==> src/rtl/assert_macros.svh <==
// Assertion macros used by the RTL top level of the GPS smoother.
`ifndef ASSERT_MACROS_SVH
`define ASSERT_MACROS_SVH

`ifndef SYNTHESIS
// Check prop at every rising edge of clk, with the check off during rst.
`define ASSERT_RST(lbl, clk, rst, prop) \
   lbl: assert property (@(posedge clk) disable iff (rst) prop) \
      else $error("assertion failed");
// Check prop at every rising edge of clk, reset included.
`define ASSERT_ALWAYS(lbl, clk, prop) \
   lbl: assert property (@(posedge clk) prop) \
      else $error("assertion failed");
`else
`define ASSERT_RST(lbl, clk, rst, prop)
`define ASSERT_ALWAYS(lbl, clk, prop)
`endif

`endif

==> src/rtl/gpsk_pkg.sv <==
// Package with field widths, register codes and constants of the GPS smoother.
package gpsk_pkg;

   localparam int FRAC_BITS_DEF = 40;

   localparam int LAT_W      = 31;
   localparam int LON_W      = 32;
   localparam int QUAL_W     = 4;
   localparam int NOISE_W    = 41;
   localparam int OFS_W      = 21;
   localparam int CSR_IDX_W  = 2;
   localparam int CSR_DATA_W = 41;

   localparam logic [CSR_IDX_W-1:0] CSR_PROCESS_NOISE     = 2'd0;
   localparam logic [CSR_IDX_W-1:0] CSR_MEASUREMENT_NOISE = 2'd1;
   localparam logic [CSR_IDX_W-1:0] CSR_LAT_OFFSET        = 2'd2;
   localparam logic [CSR_IDX_W-1:0] CSR_LON_OFFSET        = 2'd3;

   localparam logic [NOISE_W-1:0] PROCESS_NOISE_RST     = 41'd109951;
   localparam logic [NOISE_W-1:0] MEASUREMENT_NOISE_RST = 41'd1099512;
   localparam logic [OFS_W-1:0]   LAT_OFFSET_RST        = 21'h1FF768; // -2200
   localparam logic [OFS_W-1:0]   LON_OFFSET_RST        = 21'd0;

   localparam logic signed [LAT_W:0] LAT_LIM = 32'sd900000000;
   localparam logic signed [LON_W:0] LON_LIM = 33'sd1800000000;

   localparam logic [QUAL_W-1:0] QUAL_NO_FIX = 4'd0;

endpackage

==> src/rtl/gpsk_smul.sv <==
// Bit-serial shift-add multiplier: one multiplier bit per step, LSB first.
module gpsk_smul #(
   parameter int A_W = 32,
   parameter int B_W = 41
) (
   input  logic               clock,
   input  logic               load,
   input  logic               step,
   input  logic [A_W-1:0]     mcand,
   input  logic [B_W-1:0]     mplier,
   output logic [A_W+B_W-1:0] prod
);

   logic [A_W-1:0]     a_ff, a_in;
   logic [A_W+B_W-1:0] prod_ff, prod_in;
   logic [A_W:0]       sum;

   always_comb begin
      sum     = {1'b0, prod_ff[A_W+B_W-1:B_W]} + (prod_ff[0] ? {1'b0, a_ff} : {(A_W+1){1'b0}});
      a_in    = a_ff;
      prod_in = prod_ff;
      if (load) begin
         a_in    = mcand;
         prod_in = {{A_W{1'b0}}, mplier};
      end else if (step) begin
         // add into the upper half, then shift the whole word right
         prod_in = {sum, prod_ff[B_W-1:1]};
      end
   end

   always_ff @(posedge clock) begin
      a_ff    <= a_in;
      prod_ff <= prod_in;
   end

   assign prod = prod_ff;

endmodule

==> src/rtl/gps_position_kalman_smoother_top.sv <==
// Top level of the GPS smoother: scalar Kalman filter on latitude and longitude.
//
// Usage:
//   req_* carries one fix per transaction: lat/lon in 1e-7 degree and a fix
//   quality. A transaction with quality zero is taken and dropped; it gives
//   no result. Each other fix gives exactly one rsp_* transaction with the
//   filtered and the offset-corrected (saturated) coordinates.
//   csr_* writes the noise and offset registers, one per cycle; the user
//   must write them only while idle, the block does not enforce it.
// Sequence:
//   A valid fix passes PREP, DIV, MLOAD, MUL, UPD and OUT from acceptance
//   to the result register; a new transaction is taken the cycle after.
//   No new fix is taken while one is in work. The gain divider is restoring,
//   one quotient bit per cycle, and the three products (gain times both
//   position errors, one minus gain times covariance) run on bit-serial
//   multipliers side by side. Zero measurement noise skips the divider.
// Reset: synchronous, active high; loads the register defaults, clears the
//   started flag and sets the covariance to one.
// Stall: the result register holds while rsp_ready is low; the next fix is
//   accepted meanwhile and waits in the last step until the register frees.
`include "assert_macros.svh"

module gps_position_kalman_smoother_top import gpsk_pkg::*; #(
   parameter int FRAC_BITS = FRAC_BITS_DEF
) (
   input  logic                         clock,
   input  logic                         reset,
   input  logic                         req_valid,
   output logic                         req_ready,
   input  logic signed [LAT_W-1:0]      req_lat_sample,
   input  logic signed [LON_W-1:0]      req_lon_sample,
   input  logic        [QUAL_W-1:0]     req_fix_quality,
   output logic                         rsp_valid,
   input  logic                         rsp_ready,
   output logic signed [LAT_W-1:0]      rsp_smooth_lat,
   output logic signed [LON_W-1:0]      rsp_smooth_lon,
   output logic signed [LAT_W-1:0]      rsp_adj_lat,
   output logic signed [LON_W-1:0]      rsp_adj_lon,
   input  logic                         csr_write_en,
   input  logic        [CSR_IDX_W-1:0]  csr_index,
   input  logic        [CSR_DATA_W-1:0] csr_wdata
);

   localparam int P_W   = FRAC_BITS + 2;                             // covariance
   localparam int K_W   = FRAC_BITS + 1;                             // gain
   localparam int S_W   = ((P_W > NOISE_W) ? P_W : NOISE_W) + 1;     // p + noise
   localparam int CNT_W = $clog2(FRAC_BITS + 1);

   localparam logic [P_W-1:0]   COV_ONE  = {2'b01, {FRAC_BITS{1'b0}}};
   localparam logic [K_W-1:0]   K_ONE    = {1'b1, {FRAC_BITS{1'b0}}};
   localparam logic [CNT_W-1:0] DIV_LAST = CNT_W'(FRAC_BITS - 1);
   localparam logic [CNT_W-1:0] MUL_LAST = CNT_W'(K_W - 1);

   localparam logic [2:0] ST_IDLE  = 3'd0;
   localparam logic [2:0] ST_PREP  = 3'd1;
   localparam logic [2:0] ST_DIV   = 3'd2;
   localparam logic [2:0] ST_MLOAD = 3'd3;
   localparam logic [2:0] ST_MUL   = 3'd4;
   localparam logic [2:0] ST_UPD   = 3'd5;
   localparam logic [2:0] ST_OUT   = 3'd6;

   // control
   logic [2:0]       state_ff, state_in;
   logic [CNT_W-1:0] cnt_ff, cnt_in;
   logic             started_ff, started_in;
   logic             rsp_valid_ff, rsp_valid_in;

   // configuration
   logic [NOISE_W-1:0] q_ff, q_in;
   logic [NOISE_W-1:0] r_ff, r_in;
   logic [OFS_W-1:0]   lat_ofs_ff, lat_ofs_in;
   logic [OFS_W-1:0]   lon_ofs_ff, lon_ofs_in;

   // filter state and work registers
   logic [P_W-1:0]   cov_ff, cov_in;
   logic [LAT_W-1:0] est_lat_ff, est_lat_in;
   logic [LON_W-1:0] est_lon_ff, est_lon_in;
   logic [LAT_W-1:0] m_lat_ff, m_lat_in;
   logic [LON_W-1:0] m_lon_ff, m_lon_in;
   logic [P_W-1:0]   p_ff, p_in;
   logic [S_W-1:0]   d_ff, d_in;
   logic [S_W-1:0]   rem_ff, rem_in;
   logic [K_W-1:0]   k_ff, k_in;
   logic [LAT_W-1:0] mag_lat_ff, mag_lat_in;
   logic [LON_W-1:0] mag_lon_ff, mag_lon_in;
   logic             neg_lat_ff, neg_lat_in;
   logic             neg_lon_ff, neg_lon_in;

   // result register
   logic [LAT_W-1:0] o_flat_ff, o_flat_in;
   logic [LON_W-1:0] o_flon_ff, o_flon_in;
   logic [LAT_W-1:0] o_clat_ff, o_clat_in;
   logic [LON_W-1:0] o_clon_ff, o_clon_in;

   // combinational helpers
   logic             accept;
   logic             out_free;
   logic [P_W-1:0]   cov_eff;
   logic [S_W-1:0]   p_sum;
   logic [P_W-1:0]   p_cap;
   logic [LAT_W:0]   diff_lat;
   logic [LON_W:0]   diff_lon;
   logic [LAT_W:0]   negd_lat;
   logic [LON_W:0]   negd_lon;
   logic [S_W:0]     rem_sh;
   logic [S_W:0]     rem_sub;
   logic             rem_ge;
   logic             mul_load;
   logic             mul_step;
   logic [LAT_W+K_W-1:0] prod_lat;
   logic [LON_W+K_W-1:0] prod_lon;
   logic [P_W+K_W-1:0]   prod_p;
   logic [LAT_W-1:0] delta_lat;
   logic [LON_W-1:0] delta_lon;
   logic [P_W-1:0]   cov_new;
   logic signed [LAT_W:0] corr_lat;
   logic signed [LON_W:0] corr_lon;

   assign req_ready = (state_ff == ST_IDLE);
   assign accept    = req_valid && req_ready;
   assign out_free  = !rsp_valid_ff || rsp_ready;

   // predict step: p = min(p + q, cap); first fix starts from one
   assign cov_eff = started_ff ? cov_ff : COV_ONE;
   assign p_sum   = S_W'(cov_eff) + S_W'(q_ff);
   assign p_cap   = (|p_sum[S_W-1:P_W]) ? {P_W{1'b1}} : p_sum[P_W-1:0];

   // innovation split into sign and magnitude for the unsigned multipliers
   assign diff_lat = {m_lat_ff[LAT_W-1], m_lat_ff} - {est_lat_ff[LAT_W-1], est_lat_ff};
   assign diff_lon = {m_lon_ff[LON_W-1], m_lon_ff} - {est_lon_ff[LON_W-1], est_lon_ff};
   assign negd_lat = -diff_lat;
   assign negd_lon = -diff_lon;

   // restoring divider, one quotient bit per cycle
   assign rem_sh  = {rem_ff, 1'b0};
   assign rem_ge  = (rem_sh >= {1'b0, d_ff});
   assign rem_sub = rem_sh - {1'b0, d_ff};

   assign mul_load = (state_ff == ST_MLOAD);
   assign mul_step = (state_ff == ST_MUL);

   gpsk_smul #(.A_W(LAT_W), .B_W(K_W)) u_mul_lat (
      .clock  (clock),
      .load   (mul_load),
      .step   (mul_step),
      .mcand  (mag_lat_ff),
      .mplier (k_ff),
      .prod   (prod_lat)
   );

   gpsk_smul #(.A_W(LON_W), .B_W(K_W)) u_mul_lon (
      .clock  (clock),
      .load   (mul_load),
      .step   (mul_step),
      .mcand  (mag_lon_ff),
      .mplier (k_ff),
      .prod   (prod_lon)
   );

   gpsk_smul #(.A_W(P_W), .B_W(K_W)) u_mul_cov (
      .clock  (clock),
      .load   (mul_load),
      .step   (mul_step),
      .mcand  (p_ff),
      .mplier (K_ONE - k_ff),
      .prod   (prod_p)
   );

   // round half up on the magnitude; the step never exceeds the magnitude
   assign delta_lat = prod_lat[FRAC_BITS+LAT_W-1:FRAC_BITS] + LAT_W'(prod_lat[FRAC_BITS-1]);
   assign delta_lon = prod_lon[FRAC_BITS+LON_W-1:FRAC_BITS] + LON_W'(prod_lon[FRAC_BITS-1]);
   // (1 - K) * p never exceeds p, so the cap holds without a clamp
   assign cov_new   = prod_p[FRAC_BITS+P_W-1:FRAC_BITS];

   assign corr_lat = $signed({est_lat_ff[LAT_W-1], est_lat_ff})
                   + $signed({{(LAT_W+1-OFS_W){lat_ofs_ff[OFS_W-1]}}, lat_ofs_ff});
   assign corr_lon = $signed({est_lon_ff[LON_W-1], est_lon_ff})
                   + $signed({{(LON_W+1-OFS_W){lon_ofs_ff[OFS_W-1]}}, lon_ofs_ff});

   // configuration writes
   always_comb begin
      q_in       = q_ff;
      r_in       = r_ff;
      lat_ofs_in = lat_ofs_ff;
      lon_ofs_in = lon_ofs_ff;
      if (csr_write_en) begin
         unique case (csr_index)
            CSR_PROCESS_NOISE:     q_in       = csr_wdata[NOISE_W-1:0];
            CSR_MEASUREMENT_NOISE: r_in       = csr_wdata[NOISE_W-1:0];
            CSR_LAT_OFFSET:        lat_ofs_in = csr_wdata[OFS_W-1:0];
            CSR_LON_OFFSET:        lon_ofs_in = csr_wdata[OFS_W-1:0];
         endcase
      end
   end

   // sequencer
   always_comb begin
      state_in     = state_ff;
      cnt_in       = cnt_ff;
      started_in   = started_ff;
      rsp_valid_in = rsp_valid_ff && !rsp_ready;
      cov_in       = cov_ff;
      est_lat_in   = est_lat_ff;
      est_lon_in   = est_lon_ff;
      m_lat_in     = m_lat_ff;
      m_lon_in     = m_lon_ff;
      p_in         = p_ff;
      d_in         = d_ff;
      rem_in       = rem_ff;
      k_in         = k_ff;
      mag_lat_in   = mag_lat_ff;
      mag_lon_in   = mag_lon_ff;
      neg_lat_in   = neg_lat_ff;
      neg_lon_in   = neg_lon_ff;
      o_flat_in    = o_flat_ff;
      o_flon_in    = o_flon_ff;
      o_clat_in    = o_clat_ff;
      o_clon_in    = o_clon_ff;

      unique case (state_ff)
         ST_IDLE: begin
            if (accept && (req_fix_quality != QUAL_NO_FIX)) begin
               m_lat_in   = req_lat_sample;
               m_lon_in   = req_lon_sample;
               // first fix: load both estimates from the sample
               if (!started_ff) begin
                  est_lat_in = req_lat_sample;
                  est_lon_in = req_lon_sample;
               end
               started_in = 1'b1;
               p_in       = p_cap;
               state_in   = ST_PREP;
            end
         end
         ST_PREP: begin
            neg_lat_in = diff_lat[LAT_W];
            neg_lon_in = diff_lon[LON_W];
            mag_lat_in = diff_lat[LAT_W] ? negd_lat[LAT_W-1:0] : diff_lat[LAT_W-1:0];
            mag_lon_in = diff_lon[LON_W] ? negd_lon[LON_W-1:0] : diff_lon[LON_W-1:0];
            d_in       = S_W'(p_ff) + S_W'(r_ff);
            rem_in     = S_W'(p_ff);
            cnt_in     = '0;
            // zero measurement noise: gain is exactly one, skip the divider
            if (r_ff == '0) begin
               k_in     = K_ONE;
               state_in = ST_MLOAD;
            end else begin
               k_in     = '0;
               state_in = ST_DIV;
            end
         end
         ST_DIV: begin
            rem_in = rem_ge ? rem_sub[S_W-1:0] : rem_sh[S_W-1:0];
            k_in   = {k_ff[K_W-2:0], rem_ge};
            cnt_in = cnt_ff + CNT_W'(1);
            if (cnt_ff == DIV_LAST) begin
               state_in = ST_MLOAD;
            end
         end
         ST_MLOAD: begin
            cnt_in   = '0;
            state_in = ST_MUL;
         end
         ST_MUL: begin
            cnt_in = cnt_ff + CNT_W'(1);
            if (cnt_ff == MUL_LAST) begin
               state_in = ST_UPD;
            end
         end
         ST_UPD: begin
            est_lat_in = neg_lat_ff ? (est_lat_ff - delta_lat) : (est_lat_ff + delta_lat);
            est_lon_in = neg_lon_ff ? (est_lon_ff - delta_lon) : (est_lon_ff + delta_lon);
            cov_in     = cov_new;
            state_in   = ST_OUT;
         end
         ST_OUT: begin
            // hold here until the result register is free
            if (out_free) begin
               o_flat_in    = est_lat_ff;
               o_flon_in    = est_lon_ff;
               o_clat_in    = (corr_lat > LAT_LIM)  ? LAT_LIM[LAT_W-1:0]
                            : (corr_lat < -LAT_LIM) ? LAT_W'(-LAT_LIM)
                            : corr_lat[LAT_W-1:0];
               o_clon_in    = (corr_lon > LON_LIM)  ? LON_LIM[LON_W-1:0]
                            : (corr_lon < -LON_LIM) ? LON_W'(-LON_LIM)
                            : corr_lon[LON_W-1:0];
               rsp_valid_in = 1'b1;
               state_in     = ST_IDLE;
            end
         end
         default: begin
            state_in = ST_IDLE;
         end
      endcase
   end

   always_ff @(posedge clock) begin
      if (reset) begin
         state_ff     <= ST_IDLE;
         cnt_ff       <= '0;
         started_ff   <= 1'b0;
         rsp_valid_ff <= 1'b0;
         cov_ff       <= COV_ONE;
         est_lat_ff   <= '0;
         est_lon_ff   <= '0;
         q_ff         <= PROCESS_NOISE_RST;
         r_ff         <= MEASUREMENT_NOISE_RST;
         lat_ofs_ff   <= LAT_OFFSET_RST;
         lon_ofs_ff   <= LON_OFFSET_RST;
      end else begin
         state_ff     <= state_in;
         cnt_ff       <= cnt_in;
         started_ff   <= started_in;
         rsp_valid_ff <= rsp_valid_in;
         cov_ff       <= cov_in;
         est_lat_ff   <= est_lat_in;
         est_lon_ff   <= est_lon_in;
         q_ff         <= q_in;
         r_ff         <= r_in;
         lat_ofs_ff   <= lat_ofs_in;
         lon_ofs_ff   <= lon_ofs_in;
      end
   end

   // datapath, no reset
   always_ff @(posedge clock) begin
      m_lat_ff   <= m_lat_in;
      m_lon_ff   <= m_lon_in;
      p_ff       <= p_in;
      d_ff       <= d_in;
      rem_ff     <= rem_in;
      k_ff       <= k_in;
      mag_lat_ff <= mag_lat_in;
      mag_lon_ff <= mag_lon_in;
      neg_lat_ff <= neg_lat_in;
      neg_lon_ff <= neg_lon_in;
      o_flat_ff  <= o_flat_in;
      o_flon_ff  <= o_flon_in;
      o_clat_ff  <= o_clat_in;
      o_clon_ff  <= o_clon_in;
   end

   assign rsp_valid      = rsp_valid_ff;
   assign rsp_smooth_lat = o_flat_ff;
   assign rsp_smooth_lon = o_flon_ff;
   assign rsp_adj_lat    = o_clat_ff;
   assign rsp_adj_lon    = o_clon_ff;

   `ASSERT_RST(a_fix_starts_work, clock, reset,
      (accept && (req_fix_quality != QUAL_NO_FIX)) |=> (state_ff == ST_PREP))
   `ASSERT_RST(a_rem_below_divisor, clock, reset,
      (state_ff == ST_DIV) |-> (rem_ff < d_ff))
   `ASSERT_RST(a_cov_not_growing, clock, reset,
      (state_ff == ST_UPD) |-> (cov_new <= p_ff))
   `ASSERT_RST(a_started_sticks, clock, reset,
      started_ff |=> started_ff)
   `ASSERT_RST(a_result_posted, clock, reset,
      ((state_ff == ST_OUT) && out_free) |=> (rsp_valid_ff && (state_ff == ST_IDLE)))

endmodule

==> config.mk <==
export PLATFORM = sky130hd
export DESIGN_NAME = gps_position_kalman_smoother_top
export DESIGN_NICKNAME = d
export VERILOG_FILES = /design/src/rtl/gpsk_pkg.sv /design/src/rtl/gpsk_smul.sv /design/src/rtl/gps_position_kalman_smoother_top.sv
export VERILOG_INCLUDE_DIRS = /design/src /design/src/rtl
export SDC_FILE = /design/constraint.sdc
export NUM_CORES = 2
export LEC_CHECK = 0
export ABC_AREA = 1
export BUFFER_PORTS_ARGS = -buffer_cell sky130_fd_sc_hd__buf_2
export CORE_MARGIN = 4
export CORE_UTILIZATION = 35
export CTS_BUF_LIST = sky130_fd_sc_hd__clkbuf_4 sky130_fd_sc_hd__clkbuf_8
export DETAILED_ROUTE_END_ITERATION = 10
export GPL_TIMING_DRIVEN = 0
export PLACE_DENSITY_LB_ADDON = 0.12
export SYNTH_ARGS = -nofsm -noshare
export SYNTH_HDL_FRONTEND = slang
export SYNTH_HIERARCHICAL = 1
export SYNTH_SLANG_ARGS = --single-unit
==> constraint.sdc <==
create_clock -name clock -period 12.3 [get_ports clock]
set_clock_uncertainty 0.1 [all_clocks]
set_input_delay 3.69 -clock clock [delete_from_list [all_inputs] [get_ports clock]]
set_output_delay 3.69 -clock clock [all_outputs]
set_load 0.1 [all_outputs]
==> metrics.md <==
| Metric | Value |
|---|---|
| Drt via density | `5.09` |
| GR Util All Layers | `26.0%` |
| CTS tree | `done` |
| CTS clk-pin slew, worst paths | `0.06 ns` |
| Hold crit path type | `reg -> reg` |
| Unrepaired setup endpoints after global routing | `false` |
| Critical path cell sequence | `nor3_1, buf_2` |
| Slowest-stage cell, CP | `nor3_1` |
| Top Ports | `243` |
| Critical Path Max Stage Delay | `0.69 ns` |
| Slew HR | `9.90%` |
| Antenna violations before repair | `32` |
| Reg2reg path depth | `23` |
| Pin count of the biggest net entering global routing | `64` |
| CP Max Fanout | `7` |
| Core ar. | `205000 sq um` |
| Clk Latency, worst-skew pair | `0.96 ns` |
| Outcome | `completed` |
| CTS Sinks | `996` |
| Antenna Violating Nets Remaining | `0` |
| Cell Rows | `166` |
| Arr. time, crit path | `2.61 ns` |
| YS warnings | `6` |
| P per Cell Area | `245 nW/um^2` |
| Die area | `214000 sq um` |
| Cell family with the largest share of critical-path delay | `simple AND/OR/NAND/NOR gates` |
| Layout cells sized above 1 | `8.07%` |
| Final Hold Fails | `0` |
| Nets@finish | `11400` |
| Post-CTS setup buffer count | `0` |
| RR Startpoint | `u_mul_lon/prod[39]$_DFFE_PP_` |
| Post-DP HPWL | `235000 um` |
| Startpoint types | `flip-flop` |
| Post-CTS sizing | `0` |
| Die Width | `463 um` |
| Max cap viols | `0` |
| Synth-to-Final Area Change | `12.7%` |
| Worst VDD drop | `0.116 mV` |
| Sequential share of the synthesized area | `36.6%` |
| Slew Limit Fails | `0` |
| Initial cell density of the core | `35.3%` |
| Core Util, Final | `39.8%` |
| Fraction of registers with async set/reset | `0%` |
| Most frequent cells in the layout | `3195 x nand2_1, 1525 x inv_1, 1191 x nor2_1, 651 x edfxtp_1, 577 x a21oi_1` |
| Vias in the first global route | `65400` |
| Initial DRT Pass Iterations | `6` |
| Max H-tree Level | `4` |
| Drt drc | `0` |
| Fin cells | `13700` |
| Reg-to-Reg End | `est_lon_ff[25]$_SDFFE_PP0P_` |
| Leakage power | `38.9 nW` |
| Syn_nets | `10900` |
| First-pass GRT wire length | `422000 um` |
| Crit path time final | `6.40 ns` |
| Synth Register Bits | `996` |
| CP startpoint | `state_ff[2]$_SDFFE_PP0P_` |
| CTS Root Cell | `clkbuf_8` |
| Total wire length | `289000 um` |
| CTS Buffer Depth | `3` |
| HP Start | `mag_lat_ff[15]$_DFFE_PP_` |
| R2r setup slk | `6.86 ns` |
| CP Capture Type | `primary output` |
| Mapped Area | `72300 sq um` |
| F_max | `156 MHz` |
| CP Class | `reg -> out` |
| Post-Syn Area per Cell | `6.98 sq um` |
| Port bufs | `242` |
| Die height | `463 um` |
| Worst-margin pin slew | `1.35 ns` |
| GPL Wtd Cong | `0.996` |
| Top_reg_cell synth | `edfxtp_1` |
| Number of DRC markers in iteration 0 | `5968` |
| Via Count | `69600` |
| Cell count along the critical path | `2` |
| Cells after Synth | `10400` |
| Req. time, crit path | `8.51 ns` |
| Worst path buffer plus inverter count | `1` |
| EDFF count, synth | `651` |
| Layout filler cell count | `21900` |
| Cell count after placement | `13300` |
| CTS Hold Bufs | `0` |
| Distinct cells, synth | `73` |
| Critical path endpoint | `req_ready` |
| Endpoints failing setup | `0` |
| Total gr overflow | `0` |
| Most common cell after layout, fill and taps aside | `nand2_1` |
| Cts bufs inserted | `189` |
| Avg WL per Cell | `21.1 um` |
| Final worst path period share | `52.0%` |
[synthesized netlist by cell type, drive strengths merged, types with 45 or more instances]
master	count	share of area, %
buf	49	0.42
clkbuf	144	0.76
nor3	111	0.89
o21bai	47	0.49
nand4	110	0.95
a31oi	56	0.48
nor2	1250	6.7
a21o	45	0.47
inv	1546	8.0
o21ai	497	3.5
xnor2	125	1.5
o211ai	50	0.52
xor2	229	2.8
ha	428	7.4
a21oi	594	4.2
nand3	558	4.1
dfxtp	345	9.6
edfxtp	651	27
nand2	3257	17
[cell type report]
class | instances | area, sq um | share of cell area [%]
buffer | 195 | 878 | 1.08
clock inverter | 88 | 873 | 1.07
inverter | 1549 | 5820 | 7.14
antenna | 8 | 20.0 | 0.0246
tap | 2688 | 3360 | 4.13
timing repair buffer | 260 | 1580 | 1.94
clock buffer | 269 | 3310 | 4.06
sequential | 996 | 26500 | 32.5
multi-input combinational | 7622 | 39200 | 48.1
[logic make-up (layout without fill, tap and decap cells)]
logic type	after synthesis	count (layout)	share of synthesized area (%)
AO/OA/AOI/OAI	1408	1408	11.0
AND/OR/NAND/NOR	5420	5420	31.1
XOR/XNOR	354	354	4.35
adder cells (fa/ha/maj)	440	440	7.74
buffers and inverters	1744	2361	9.25
other	0	8	0
flip-flops	996	996	36.6
[how the worst min path moves through the flow]
stage                                        end  cells after the start  slack, ns
finish              u_mul_lat/a_ff[15]$_DFFE_PP_                      0       0.28
global route        u_mul_lat/a_ff[15]$_DFFE_PP_                      0       0.30
CTS                 u_mul_lat/a_ff[15]$_DFFE_PP_                      0       0.28
detailed placement  u_mul_lon/a_ff[18]$_DFFE_PP_                      0       0.30
global placement    u_mul_lon/a_ff[16]$_DFFE_PP_                      0       0.30
floorplan            u_mul_lat/a_ff[0]$_DFFE_PP_                      0       0.30
[registers in the layout (all words and copies together), names as in the netlist, 41 cells and up]
name	cells
p_ff	42
u_mul_lat/prod	72
u_mul_cov/prod	83
k_ff	41
r_ff	41
rem_ff	43
q_ff	41
u_mul_cov/a_ff	42
u_mul_lon/prod	73
d_ff	43
cov_ff	42
[report_power, final]
part,total [mW],switching [mW],internal [mW]
Sequential,5.69,0.951,4.74
Combinational,10.7,7.38,3.28
Clock,3.65,1.58,2.07
Total,20.0,9.91,10.1
[layer usage]
layer	vias to the layer above	routed length (um)	track usage, %
met5	-	0	0
met4	0	7550	6.73
met3	352	18300	3.59
met2	2224	125000	40.5
met1	32500	138000	37.8
li1	34500	-	-
[metrics by stage]
stage                     setup slack (ns)  total power, mW  setup TNS, ns  hold WS (ns)  area, sq um
after floorplan                       2.62             12.7              0         0.300        72300
after global placement               -2.08             16.3        -266.80         0.304        76900
after detailed placement              5.09             16.2              0         0.305        77300
after CTS                             5.68             20.0              0         0.277        81500
after global routing                  5.72             21.5              0         0.298        81500
final                                 5.90             20.0              0         0.278        81500
Note: power is estimated with default switching activity, not from simulation.
